<file path="config.mk">
export PLATFORM = sky130hd
export DESIGN_NAME = line_rasterizer_unit
export DESIGN_NICKNAME = d
export VERILOG_FILES = /design/src/design/lrast_pkg.sv /design/src/design/line_rasterizer_unit.sv /design/src/design/lrast_front.sv /design/src/design/lrast_queue.sv /design/src/design/lrast_back.sv
export SDC_FILE = /design/constraint.sdc
export NUM_CORES = 1
export LEC_CHECK = 0
export ABC_AREA = 1
export BUFFER_PORTS_ARGS = -buffer_cell sky130_fd_sc_hd__buf_2
export CORE_AREA = 4 4 387 236
export DETAILED_ROUTE_END_ITERATION = 16
export DIE_AREA = 0 0 391 240
export GPL_TIMING_DRIVEN = 0
export SLEW_MARGIN = 20
export SYNTH_ARGS = -nofsm -noshare
export SYNTH_HDL_FRONTEND = slang
export SYNTH_SLANG_ARGS = --single-unit
export TNS_END_PERCENT = 20
</file>
<file path="constraint.sdc">
create_clock -name clk -period 6.8 [get_ports clk]
set_clock_uncertainty 0.2 [all_clocks]
set_input_delay 0.34 -clock clk [delete_from_list [all_inputs] [get_ports clk]]
set_output_delay 0.34 -clock clk [all_outputs]
set_load 0.005 [all_outputs]
</file>
<file path="src/design/lrast_pkg.sv">
// Shared constants for the line rasterizer: field widths, opcodes, defaults.
`timescale 1ns / 1ps
package lrast_pkg;

  // Fixed widths of the stream fields
  localparam int FIELD_COORD_W = 12;
  localparam int COLOR_W       = 24;
  localparam int PEN_W         = 8;

  // Packed stream widths (input tdata is 4 coordinates, color and pen width)
  localparam int IN_TDATA_W  = 4 * FIELD_COORD_W + COLOR_W + PEN_W;
  localparam int OUT_TDATA_W = 2 * FIELD_COORD_W + COLOR_W + PEN_W;

  // Defaults for top-level parameters
  localparam int COORD_BITS_DEF  = 12;
  localparam int QUEUE_DEPTH_DEF = 4;

  // Opcodes carried in s_axis_tuser
  localparam logic OP_START = 1'b0;
  localparam logic OP_NEXT  = 1'b1;

endpackage

</file>
<file path="src/design/line_rasterizer_unit.sv">
// Top level of the Bresenham line rasterizer: front end, command queue, stepper.
//
//  Channel  Dir  tdata (low bit up)                          tuser / tlast
//  s_axis   in   x_start, y_start, x_end, y_end, color, pen  tuser: opcode
//  m_axis   out  pixel_x, pixel_y, pixel_color, pixel_width  tuser: steep, tlast: last
//
// One transaction per clock is taken while the command queue has room, and one
// pixel per clock is given while m_axis_tready is high. A pixel's command is
// written into the command queue and then, on the way out, into the stepper's
// output register.
// s_axis_tready drops only when the command queue is full; the stepper
// stalls on m_axis_tready alone. Synchronous reset idles the line and empties
// the queue.
`timescale 1ns / 1ps
module line_rasterizer_unit #(
  parameter int COORD_BITS  = lrast_pkg::COORD_BITS_DEF,
  parameter int QUEUE_DEPTH = lrast_pkg::QUEUE_DEPTH_DEF
) (
  input  logic                               clk,
  input  logic                               rst,
  input  logic                               s_axis_tvalid,
  output logic                               s_axis_tready,
  // x_start, y_start, x_end, y_end, pen_color, pen_width
  input  logic [lrast_pkg::IN_TDATA_W-1:0]   s_axis_tdata,
  // opcode
  input  logic [0:0]                         s_axis_tuser,
  output logic                               m_axis_tvalid,
  input  logic                               m_axis_tready,
  // pixel_x, pixel_y, pixel_color, pixel_width
  output logic [lrast_pkg::OUT_TDATA_W-1:0]  m_axis_tdata,
  // steep_line
  output logic [0:0]                         m_axis_tuser,
  output logic                               m_axis_tlast
);

  localparam int CW    = lrast_pkg::FIELD_COORD_W;
  localparam int CMD_W = 6 * COORD_BITS + 41;

  logic [CMD_W-1:0] front_cmd, queue_head;
  logic             queue_full, queue_empty, queue_pop;

  logic [CW-1:0]                 pixel_x, pixel_y;
  logic [lrast_pkg::COLOR_W-1:0] pixel_color;
  logic [lrast_pkg::PEN_W-1:0]   pixel_width;
  logic                          steep_line, last_pixel;

  lrast_front #(
    .COORD_BITS (COORD_BITS),
    .CMD_W      (CMD_W)
  ) u_front (
    .opcode    (s_axis_tuser[0]),
    .x_start   (s_axis_tdata[CW-1:0]),
    .y_start   (s_axis_tdata[2*CW-1:CW]),
    .x_end     (s_axis_tdata[3*CW-1:2*CW]),
    .y_end     (s_axis_tdata[4*CW-1:3*CW]),
    .pen_color (s_axis_tdata[4*CW+lrast_pkg::COLOR_W-1:4*CW]),
    .pen_width (s_axis_tdata[lrast_pkg::IN_TDATA_W-1:4*CW+lrast_pkg::COLOR_W]),
    .cmd       (front_cmd)
  );

  assign s_axis_tready = !queue_full;

  lrast_queue #(
    .WIDTH (CMD_W),
    .DEPTH (QUEUE_DEPTH)
  ) u_queue (
    .clk       (clk),
    .rst       (rst),
    .push      (s_axis_tvalid),
    .push_data (front_cmd),
    .full      (queue_full),
    .pop       (queue_pop),
    .empty     (queue_empty),
    .head      (queue_head)
  );

  lrast_back #(
    .COORD_BITS (COORD_BITS),
    .CMD_W      (CMD_W)
  ) u_back (
    .clk         (clk),
    .rst         (rst),
    .cmd         (queue_head),
    .cmd_valid   (!queue_empty),
    .cmd_pop     (queue_pop),
    .out_valid   (m_axis_tvalid),
    .out_ready   (m_axis_tready),
    .pixel_x     (pixel_x),
    .pixel_y     (pixel_y),
    .pixel_color (pixel_color),
    .pixel_width (pixel_width),
    .steep_line  (steep_line),
    .last_pixel  (last_pixel)
  );

  assign m_axis_tdata    = {pixel_width, pixel_color, pixel_y, pixel_x};
  assign m_axis_tuser[0] = steep_line;
  assign m_axis_tlast    = last_pixel;

endmodule

</file>
<file path="src/design/lrast_front.sv">
// Front end: decodes an input transaction and sets up a line for the stepper.
`timescale 1ns / 1ps
module lrast_front #(
  parameter int COORD_BITS = lrast_pkg::COORD_BITS_DEF,
  parameter int CMD_W      = 6 * COORD_BITS + 41
) (
  input  logic                                  opcode,
  input  logic [lrast_pkg::FIELD_COORD_W-1:0]   x_start,
  input  logic [lrast_pkg::FIELD_COORD_W-1:0]   y_start,
  input  logic [lrast_pkg::FIELD_COORD_W-1:0]   x_end,
  input  logic [lrast_pkg::FIELD_COORD_W-1:0]   y_end,
  input  logic [lrast_pkg::COLOR_W-1:0]         pen_color,
  input  logic [lrast_pkg::PEN_W-1:0]           pen_width,
  output logic [CMD_W-1:0]                      cmd
);

  localparam int ERR_W  = COORD_BITS + 4;
  localparam int STEP_W = COORD_BITS + 1;

  logic [COORD_BITS-1:0] xs, ys, xe, ye;
  logic [COORD_BITS-1:0] dx, dy, dmaj, dmin;
  logic [COORD_BITS-1:0] a0, a1, b0, b1;
  logic [COORD_BITS-1:0] major_pos, minor_pos, major_end;
  logic [ERR_W-1:0]      error_term;
  logic [STEP_W-1:0]     step_no_move, step_move;
  logic                  is_start, steep, minor_down;

  assign xs = COORD_BITS'(x_start);
  assign ys = COORD_BITS'(y_start);
  assign xe = COORD_BITS'(x_end);
  assign ye = COORD_BITS'(y_end);

  assign is_start = (opcode == lrast_pkg::OP_START);

  always_comb begin
    dx = (xe >= xs) ? (xe - xs) : (xs - xe);
    dy = (ye >= ys) ? (ye - ys) : (ys - ye);
    // Equal deltas stay row-major
    steep = (dx < dy);
    if (steep) begin
      a0 = ys; a1 = ye; b0 = xs; b1 = xe; dmaj = dy; dmin = dx;
    end else begin
      a0 = xs; a1 = xe; b0 = ys; b1 = ye; dmaj = dx; dmin = dy;
    end
    // Walk along the major axis in increasing order
    if (a0 > a1) begin
      major_pos  = a1;
      minor_pos  = b1;
      major_end  = a0;
      minor_down = (b1 > b0);
    end else begin
      major_pos  = a0;
      minor_pos  = b0;
      major_end  = a1;
      minor_down = (b0 > b1);
    end
    // Two's complement error term, sign taken from the MSB downstream
    error_term   = ERR_W'({dmin, 1'b0}) - ERR_W'(dmaj);
    step_no_move = {dmin, 1'b0};
    step_move    = {dmaj - dmin, 1'b0};
  end

  assign cmd = {is_start, steep, minor_down, major_pos, minor_pos, major_end,
                error_term, step_no_move, step_move, pen_color, pen_width};

endmodule

</file>
<file path="src/design/lrast_queue.sv">
// Small register FIFO between the front end and the pixel stepper.
`timescale 1ns / 1ps
module lrast_queue #(
  parameter int WIDTH = 8,
  parameter int DEPTH = lrast_pkg::QUEUE_DEPTH_DEF
) (
  input  logic             clk,
  input  logic             rst,
  input  logic             push,
  input  logic [WIDTH-1:0] push_data,
  output logic             full,
  input  logic             pop,
  output logic             empty,
  output logic [WIDTH-1:0] head
);

  localparam int PTR_W = (DEPTH > 1) ? $clog2(DEPTH) : 1;
  localparam int CNT_W = $clog2(DEPTH + 1);

  logic [WIDTH-1:0] entries [DEPTH];
  logic [PTR_W-1:0] wr_ptr, rd_ptr;
  logic [CNT_W-1:0] count;
  logic             do_push, do_pop;

  assign full    = (count == CNT_W'(DEPTH));
  assign empty   = (count == '0);
  assign do_push = push && !full;
  assign do_pop  = pop && !empty;
  assign head    = entries[rd_ptr];

  always_ff @(posedge clk) begin
    if (do_push) begin
      entries[wr_ptr] <= push_data;
    end
  end

  always_ff @(posedge clk) begin
    if (rst) begin
      wr_ptr <= '0;
      rd_ptr <= '0;
      count  <= '0;
    end else begin
      if (do_push) begin
        wr_ptr <= (wr_ptr == PTR_W'(DEPTH - 1)) ? '0 : wr_ptr + 1'b1;
      end
      if (do_pop) begin
        rd_ptr <= (rd_ptr == PTR_W'(DEPTH - 1)) ? '0 : rd_ptr + 1'b1;
      end
      if (do_push && !do_pop) begin
        count <= count + 1'b1;
      end else if (do_pop && !do_push) begin
        count <= count - 1'b1;
      end
    end
  end

endmodule

</file>
<file path="src/design/lrast_back.sv">
// Back end: holds the line state, steps the error term and registers pixels.
`timescale 1ns / 1ps
module lrast_back #(
  parameter int COORD_BITS = lrast_pkg::COORD_BITS_DEF,
  parameter int CMD_W      = 6 * COORD_BITS + 41
) (
  input  logic                                  clk,
  input  logic                                  rst,
  input  logic [CMD_W-1:0]                      cmd,
  input  logic                                  cmd_valid,
  output logic                                  cmd_pop,
  output logic                                  out_valid,
  input  logic                                  out_ready,
  output logic [lrast_pkg::FIELD_COORD_W-1:0]   pixel_x,
  output logic [lrast_pkg::FIELD_COORD_W-1:0]   pixel_y,
  output logic [lrast_pkg::COLOR_W-1:0]         pixel_color,
  output logic [lrast_pkg::PEN_W-1:0]           pixel_width,
  output logic                                  steep_line,
  output logic                                  last_pixel
);

  localparam int ERR_W  = COORD_BITS + 4;
  localparam int STEP_W = COORD_BITS + 1;

  // Fields of the queued command
  logic                          c_start, c_steep, c_down;
  logic [COORD_BITS-1:0]         c_major, c_minor, c_end;
  logic [ERR_W-1:0]              c_err;
  logic [STEP_W-1:0]             c_snm, c_smv;
  logic [lrast_pkg::COLOR_W-1:0] c_color;
  logic [lrast_pkg::PEN_W-1:0]   c_width;

  assign {c_start, c_steep, c_down, c_major, c_minor, c_end,
          c_err, c_snm, c_smv, c_color, c_width} = cmd;

  // Line state
  logic                          active;
  logic                          is_steep, minor_down;
  logic [COORD_BITS-1:0]         major_pos, minor_pos, major_end;
  logic [ERR_W-1:0]              error_term;
  logic [STEP_W-1:0]             step_no_move, step_move;
  logic [lrast_pkg::COLOR_W-1:0] latched_color;
  logic [lrast_pkg::PEN_W-1:0]   latched_width;

  logic                          active_next, is_steep_next, minor_down_next;
  logic [COORD_BITS-1:0]         major_pos_next, minor_pos_next, major_end_next;
  logic [ERR_W-1:0]              error_term_next;
  logic [STEP_W-1:0]             step_no_move_next, step_move_next;
  logic [lrast_pkg::COLOR_W-1:0] latched_color_next;
  logic [lrast_pkg::PEN_W-1:0]   latched_width_next;
  logic                          emit;

  // Take a command whenever the output register is free or draining
  assign cmd_pop = cmd_valid && (!out_valid || out_ready);

  always_comb begin
    active_next        = active;
    is_steep_next      = is_steep;
    minor_down_next    = minor_down;
    major_pos_next     = major_pos;
    minor_pos_next     = minor_pos;
    major_end_next     = major_end;
    error_term_next    = error_term;
    step_no_move_next  = step_no_move;
    step_move_next     = step_move;
    latched_color_next = latched_color;
    latched_width_next = latched_width;
    emit               = 1'b0;
    if (cmd_pop) begin
      if (c_start) begin
        // A start drops any running line
        is_steep_next      = c_steep;
        minor_down_next    = c_down;
        major_pos_next     = c_major;
        minor_pos_next     = c_minor;
        major_end_next     = c_end;
        error_term_next    = c_err;
        step_no_move_next  = c_snm;
        step_move_next     = c_smv;
        latched_color_next = c_color;
        latched_width_next = c_width;
        emit               = 1'b1;
      end else if (active) begin
        major_pos_next = major_pos + 1'b1;
        if (error_term[ERR_W-1]) begin
          error_term_next = error_term + ERR_W'(step_no_move);
        end else begin
          minor_pos_next  = minor_down ? (minor_pos - 1'b1) : (minor_pos + 1'b1);
          error_term_next = error_term - ERR_W'(step_move);
        end
        emit = 1'b1;
      end
      // Next with no line running is dropped
      if (emit) begin
        active_next = (major_pos_next != major_end_next);
      end
    end
  end

  always_ff @(posedge clk) begin
    if (rst) begin
      active    <= 1'b0;
      out_valid <= 1'b0;
    end else begin
      active <= active_next;
      if (emit) begin
        out_valid <= 1'b1;
      end else if (out_ready) begin
        out_valid <= 1'b0;
      end
    end
  end

  always_ff @(posedge clk) begin
    is_steep      <= is_steep_next;
    minor_down    <= minor_down_next;
    major_pos     <= major_pos_next;
    minor_pos     <= minor_pos_next;
    major_end     <= major_end_next;
    error_term    <= error_term_next;
    step_no_move  <= step_no_move_next;
    step_move     <= step_move_next;
    latched_color <= latched_color_next;
    latched_width <= latched_width_next;
    if (emit) begin
      pixel_x     <= lrast_pkg::FIELD_COORD_W'(is_steep_next ? minor_pos_next
                                                             : major_pos_next);
      pixel_y     <= lrast_pkg::FIELD_COORD_W'(is_steep_next ? major_pos_next
                                                             : minor_pos_next);
      pixel_color <= latched_color_next;
      pixel_width <= latched_width_next;
      steep_line  <= is_steep_next;
      last_pixel  <= (major_pos_next == major_end_next);
    end
  end

endmodule

</file>
==> results of run 1 <==
[Yosys cell counts (3+ instances only)]
library cell,instances
nand2_1,654
edfxtp_1,530
o21ai_0,409
nor2_1,310
inv_1,293
ha_1,126
nand3_1,118
a21oi_1,98
dfxtp_1,80
clkbuf_1,61
o22ai_1,49
buf_2,45
xor2_1,44
o221ai_1,43
nand2_2,38
o21ai_1,25
nand4_1,21
xnor2_1,20
buf_4,14
a31oi_1,13
buf_6,11
fa_1,8
nor3_1,8
o21a_1,7
a21o_1,6
inv_2,6
nand3_2,6
o21ai_2,6
a211oi_1,5
a32o_1,5
o22a_1,5
clkinv_1,4
nand2_4,4
nor2_2,4
nor2_4,4
o21bai_1,4
a21boi_0,3
a22o_1,3
buf_1,3
nand3_4,3
nand3b_1,3
nor3_2,3
o2111ai_1,3
or2_2,3
[area by class of cell]
type / count / area (µm²)
fill: 8421 / 51700
sequential: 610 / 17500
multi-input combinational: 2081 / 11300
timing repair buffer: 203 / 1680
clock buffer: 83 / 1630
tap: 1161 / 1450
inverter: 305 / 1150
buffer: 134 / 701
clock inverter: 24 / 303
antenna: 2 / 5.00
[final timing paths]
| kind | start | to | cells past startpoint |
|---|---|---|---|
| worst max-delay path | s_axis_tdata[36] | u_queue.entries[2][92] | 36 |
| worst min-delay path | rst | flop | 2 |
| worst min register to register | u_back.latched_color[17] | u_back.latched_color[17] | 2 |
| worst max register to register | u_back.step_move[1] | u_back.error_term[14] | 19 |
[flip-flops by register name, indices dropped and copies added, names as in the netlist, 15 cells and up, named ones only]
name / flops
u_back.pixel_color: 24
u_queue.entries: 432
u_back.error_term: 15
u_back.latched_color: 24
[metrics by stage]
step	power (mW)	instances
final	19.9	4603
after global routing	21.3	4602
after global placement	16.3	4434
after CTS	19.8	4601
after floorplan	12.9	3130
after detailed placement	16.4	4459
[cells by family (layout without fill, tap and decap cells)]
| group | Yosys count | count (layout) | share of synthesized area [%] |
|---|---|---|---|
| AO/OA/AOI/OAI | 698 | 698 | 12.9 |
| XOR/XNOR | 64 | 64 | 1.83 |
| adder cells (fa/ha/maj) | 134 | 134 | 5.68 |
| buffers and inverters | 439 | 749 | 6.03 |
| flip-flops | 610 | 610 | 57.3 |
| multiplexers | 1 | 1 | 0.0327 |
| other | 0 | 2 | 0 |
| AND/OR/NAND/NOR | 1184 | 1184 | 16.2 |
[cell usage in the layout, fill, tap and decap left out, drive strengths merged, types with 21 or more instances in the layout]
cell,Yosys,final
o21ai,440,440
edfxtp,530,530
buf,73,240
dfxtp,80,80
o22ai,51,51
a21oi,98,98
dlygate4sd3,0,35
clkinv,4,21
nand3,127,127
o221ai,43,43
inv,301,302
nand4,21,21
xor2,44,44
ha,126,126
nand2,696,696
clkbuf,61,145
nor2,319,319
[worst max-delay path, delay by kind of cell]
family | cells | cell delay [ps]
buf+inv | 13 | 2110
simple gates | 15 | 1780
fa+ha+maj | 4 | 1440
compound gates | 4 | 910
[per-layer routing]
metal,vias up,GRT usage [%],share of wire (%),wire length (µm)
li1,11341,-,-,-
met1,11058,29.7,50,43700
met2,915,25.4,39,34600
met3,70,4.20,10,9150
met4,0,2.72,0.98,867
met5,-,0,0,0
[timing repair]
| item | in CTS | in global routing |
|---|---|---|
| buffers inserted | 0 | 0 |
| gates cloned | 0 | 0 |
| endpoints found under the hold margin | 133 | 0 |
| endpoints found under the setup margin | 12 | 140 |
| hold buffers | 35 | 0 |
| gates resized for setup | 3 | 42 |
[power groups by stage]
| stage | Clock, mW | Combinational, mW | Sequential, mW |
|---|---|---|---|
| 6_report | 3.27 | 9.93 | 6.71 |
| 5_1_grt | 3.50 | 11.0 | 6.80 |
| 4_1_cts | 3.34 | 9.75 | 6.71 |
| 3_5_place_dp | 0 | 9.67 | 6.78 |
| 3_3_place_gp | 0 | 9.40 | 6.90 |
| 2_1_floorplan | 0 | 6.18 | 6.74 |
==> summary.txt, run 1 <==
Place
  • Placed standard-cell area: 33,400 µm²
  • GP Congestion: 0.930
  • Port bufs: 143
  • Hpwl dp: 66.3 mm
  • Place WS: -871 ps

Yosys
  • Distinct cells, synth: 59
  • Seq cells post-synth: 610
  • Dominant synthesized flop cell: edfxtp_1
  • Yosys top cell area share: 52.0%
  • Post-Syn Nets: 3,349
  • Post-Synthesis Cell Area: 30,600 µm²
  • Post-synth EDFFs: 530
  • Biggest area consumer among synthesized cells: edfxtp_1
  • Fraction of the yosys area taken by sequential cells: 57.3%
  • Syn_area_per_cell: 9.77 µm²
  • Synth top area cells: edfxtp_1 52%, nand2_1 8.0%, o21ai_0 6.7%, dfxtp_1 5.2%, ha_1 5.2%
  • Async S/R FF share, synth: 0%
  • Ys Warns: 0
  • Syn Inst Count: 3,130

STA
  • Period utilisation layout: 94.8%
  • Final hold violation count: 0
  • Setup tns final: 0 ps
  • Peak Freq: 155 MHz
  • Slew margin rel.: 36.2%
  • Final Max Tran Viols: 0
  • RSZ-0062 raised after global routing: no
  • Final WS setup: 356 ps
  • Fin crit period: 6440 ps
  • Finish-stage setup viols: 0
  • Worst-Margin Slew: 958 ps
  • Hold Worst Slack: 41.8 ps

GRT
  • Total GRT Usage: 18.5%
  • Total grt overflow: 0
  • Initial antenna violation count: 1
  • Largest net degree at the start of global routing: 43
  • Vias in the first global route: 21,555
  • Wire length of the first global-routing pass: 133 mm

Route
  • Post-DR wirelength/cell: 19.2 µm
  • Vias: 23,384
  • WL final: 88.3 mm
  • DR pass1 iterations: 6
  • Antenna Violating Nets Remaining: 0
  • Vias per cell: 5.08
  • Drc violations: 0
  • DR iter-0 viols: 2,489

Floorplan
  • Die W: 391 µm
  • Core Region: 87,400 µm²
  • Io pins: 145
  • Rows: 84
  • Die H: 240 µm
  • Starting Density: 35.0%
  • Die area: 93,800 µm²

Layout
  • Synthesis-to-finish area growth: 16.8%
  • Layout Nets: 3,611
  • Post-layout util: 40.8%
  • Layout cell share with drive strength beyond 1: 12.2%
  • Fin area: 35,700 µm²

Critical path
  • CP Data Required Time: 6980 ps
  • Critical-path top delay cell: fa_1
  • Crit path DAT: 6620 ps
  • Slowest stage delay, CP: 460 ps
  • FF-to-FF setup slack: 2970 ps
  • Crit Path Class: in2reg
  • Crit path max fanout: 10
  • Startpoint types: primary input
  • CP endpoint kind: flop
  • Cell repeated most along the worst path: nand2_1

Pwr
  • LEAKAGE: 14.4 nW
  • Sequential Power Share: 33.7%
  • P_int: 11.2 mW
  • Sw Share: 44.0%
  • Gate power share: 49.9%
  • Switch Pwr: 8.75 mW
  • Clock power frac: 16.4%
  • P per Cell Area: 557 nW/µm²
  • Max VDD drop: 0.000261 V

Run status
  • Outcome: complete, no violations

Job
  • Max cap viols: 0

CTS
  • CTS buffer count: 57
  • TritonCTS Sinks: 610
  • Root buffer cell: clkbuf_16
  • Clock tree buffer depth: 3
  • Clk_lat worst skew: 640 ps
  • CTS tree: done
  • CTS H-tree lvls: 2
  • Worst-path clk slew: 60 ps

Hold path
  • Hold WC Path Type: in2reg
Power figures use the tool's default switching activity.
==> run 2: changes to the inputs <==
PLACE_DENSITY_LB_ADDON = 0.12   (was default)
REMOVE_ABC_BUFFERS = 1   (was default)
==> run 2 against run 1 <==
  * First-iteration DRC count is 34% lower
  * Clock power is 2% higher
  * Sequential power is 0.9% higher
  * Setup slack better by 90 ps
  * Sequential share of layout area is 0.25 points higher
  * Critical path depth is 11 lower
  * Register-to-register slack worse by 2200 ps
  * Cell count is 2.4% lower
  * Via count is 2.6% lower
  * Die area stayed put
  * Final area is 0.46% lower
==> summary.txt, run 2 (synthesis results as in run 1) <==
Run status
  • Outcome: complete, no violations

GRT
  • M1 GR Usage: 30.8%
  • Initial antenna violation count: 0
  • Routing usage on met2: 26.3%
  • Total grt overflow: 0
  • Vias in the first global route: 21,935
  • Wire length of the first global-routing pass: 137 mm
  • GR peak layer: met1
  • Largest net degree at the start of global routing: 141
  • Met3 global-route usage: 4.44%
  • Total GRT Usage: 19.3%

Critical path
  • CP startpoint: s_axis_tdata[21]
  • FF-to-FF setup slack: 740 ps
  • Worst-case reg-to-reg path depth: 15
  • Crit path DAT: 6550 ps
  • Reg2reg end: u_back.pixel_x[6]
  • CP endpoint kind: flop
  • Startpoint types: primary input
  • Crit Path Class: in2reg
  • Crit path capture: u_queue.entries[0][67]
  • Crit path max fanout: 28
  • CP Data Required Time: 7000 ps

Pwr
  • LEAKAGE: 14.2 nW
  • PnR Total Power: 19.7 mW
  • P per Cell Area: 554 nW/µm²
  • Max VDD drop: 0.000387 V

Layout
  • Final std cells w/o fill: 4,491
  • Synthesis-to-finish area growth: 16.3%
  • Post-layout util: 40.7%
  • Layout cell share with drive strength beyond 1: 11.5%
  • Most common cell after layout, fill and taps aside: nand2_1
  • Largest reg by FF count: u_queue.entries
  • Layout Nets: 3,499
  • Commonest cells after routing, fill and taps aside: 653 x nand2_1, 530 x edfxtp_1, 376 x o21ai_0
  • Max FFs per register: 432
  • Largest registers: u_queue.entries x432, u_back.latched_color x24, u_back.pixel_color x24

STA
  • Worst-Margin Slew: 1080 ps
  • RSZ-0062 raised after global routing: no
  • Period utilisation layout: 93.4%
  • Peak Freq: 157 MHz
  • Final WS setup: 445 ps
  • Final hold violation count: 0
  • Fin crit period: 6350 ps
  • Final Max Tran Viols: 0
  • Finish-stage setup viols: 0
  • Slew margin rel.: 28.2%

Route
  • DR pass1 iterations: 6
  • Antenna Violating Nets Remaining: 0
  • Vias: 22,777
  • DR iter-0 viols: 1,639
  • WL final: 91.5 mm
  • Post-DR wirelength/cell: 20.4 µm
  • Vias per cell: 5.07
  • Drc violations: 0

Place
  • Post-Place Cells: 4,336
  • Place WS: -2670 ps
  • Port bufs: 144
  • Hpwl dp: 64.5 mm
  • GP Congestion: 0.893

Hold path
  • Hold WC Path Type: in2reg

CTS
  • Clock tree buffer depth: 3
  • Root buffer cell: clkbuf_16
  • Worst-path clk slew: 60 ps
  • TritonCTS Sinks: 610
  • Clk_lat worst skew: 680 ps
  • CTS tree: done
  • CTS H-tree lvls: 2
  • CTS buffer count: 60

Job
  • Max cap viols: 0

Floorplan
  • Io pins: 145
  • Die H: 240 µm
  • Die area: 93,800 µm²
  • Core Region: 87,400 µm²
  • Die W: 391 µm
  • Rows: 84
  • Starting Density: 35.0%
[run 2: how the worst min path moves through the flow]
stage	from	to	cells past startpoint
CTS	s_axis_tdata[39]	u_queue.entries[0][87]	5
floorplan	rst	u_back.out_valid	1
finish	s_axis_tdata[39]	u_queue.entries[0][87]	5
detailed placement	u_back.latched_color[8]	u_back.latched_color[8]	2
global placement	u_back.latched_width[3]	u_back.latched_width[3]	2
global route	s_axis_tvalid	u_queue.wr_ptr[1]	4
[run 2: layout make-up]
type / instances / area, µm²
Antenna cell: 1 / 2.50
Multi-Input combinational cell: 2086 / 11500
Inverter: 305 / 1200
Timing Repair inverter: 1 / 7.51
Fill cell: 8496 / 51900
Clock inverter: 39 / 405
Tap cell: 1161 / 1450
Clock buffer: 72 / 1550
Timing Repair Buffer: 216 / 1960
Sequential cell: 610 / 17500
[run 2: power by group]
part | switching (mW) | internal (mW)
clock network | 1.47 | 1.86
registers | 0.437 | 6.34
logic | 6.72 | 2.87
total | 8.62 | 11.1
[run 2: what timing repair did]
item / CTS / global route
pin swaps: 2 / 3
hold buffers: 35 / 0
setup buffers: 0 / 2
endpoints found under the hold margin: 143 / 0
cloned: 3 / 3
gates resized for setup: 37 / 34
endpoints found under the setup margin: 161 / 173
[run 2: metrics by stage]
stage	hold WS, ps	TNS (ps)	cell area, µm²
global route	157	0	35600
detailed placement	253	-334070	33000
CTS	93.0	0	35400
global placement	250	-4208370	32100
floorplan	212	-150790	29900
finish	156	0	35600
[run 2: critical path, cell delays in order]
cell and delay [ps]:
buf_2 120, inv_1 90, ha_1 500, nand2_1 240, inv_1 70, a221oi_1 460
o311ai_0 270, xnor2_1 320, nand2_1 110, nand2_1 110, ha_1 280, a21o_1 200
nor2_4 390, nand2_1 170, nor2_4 570, nand3_1 170, nand2_1 160, inv_1 130
ha_1 370, a21oi_1 270, o21ai_0 120, a21oi_1 120, o21ai_1 160, a31oi_1 250
xor2_1 520
[run 2: layer usage]
metal / vias up / share of wire (%)
met5: - / 0
met4: 0 / 1.4
met3: 80 / 7.1
met2: 547 / 38
met1: 11023 / 53
li1: 11127 / -
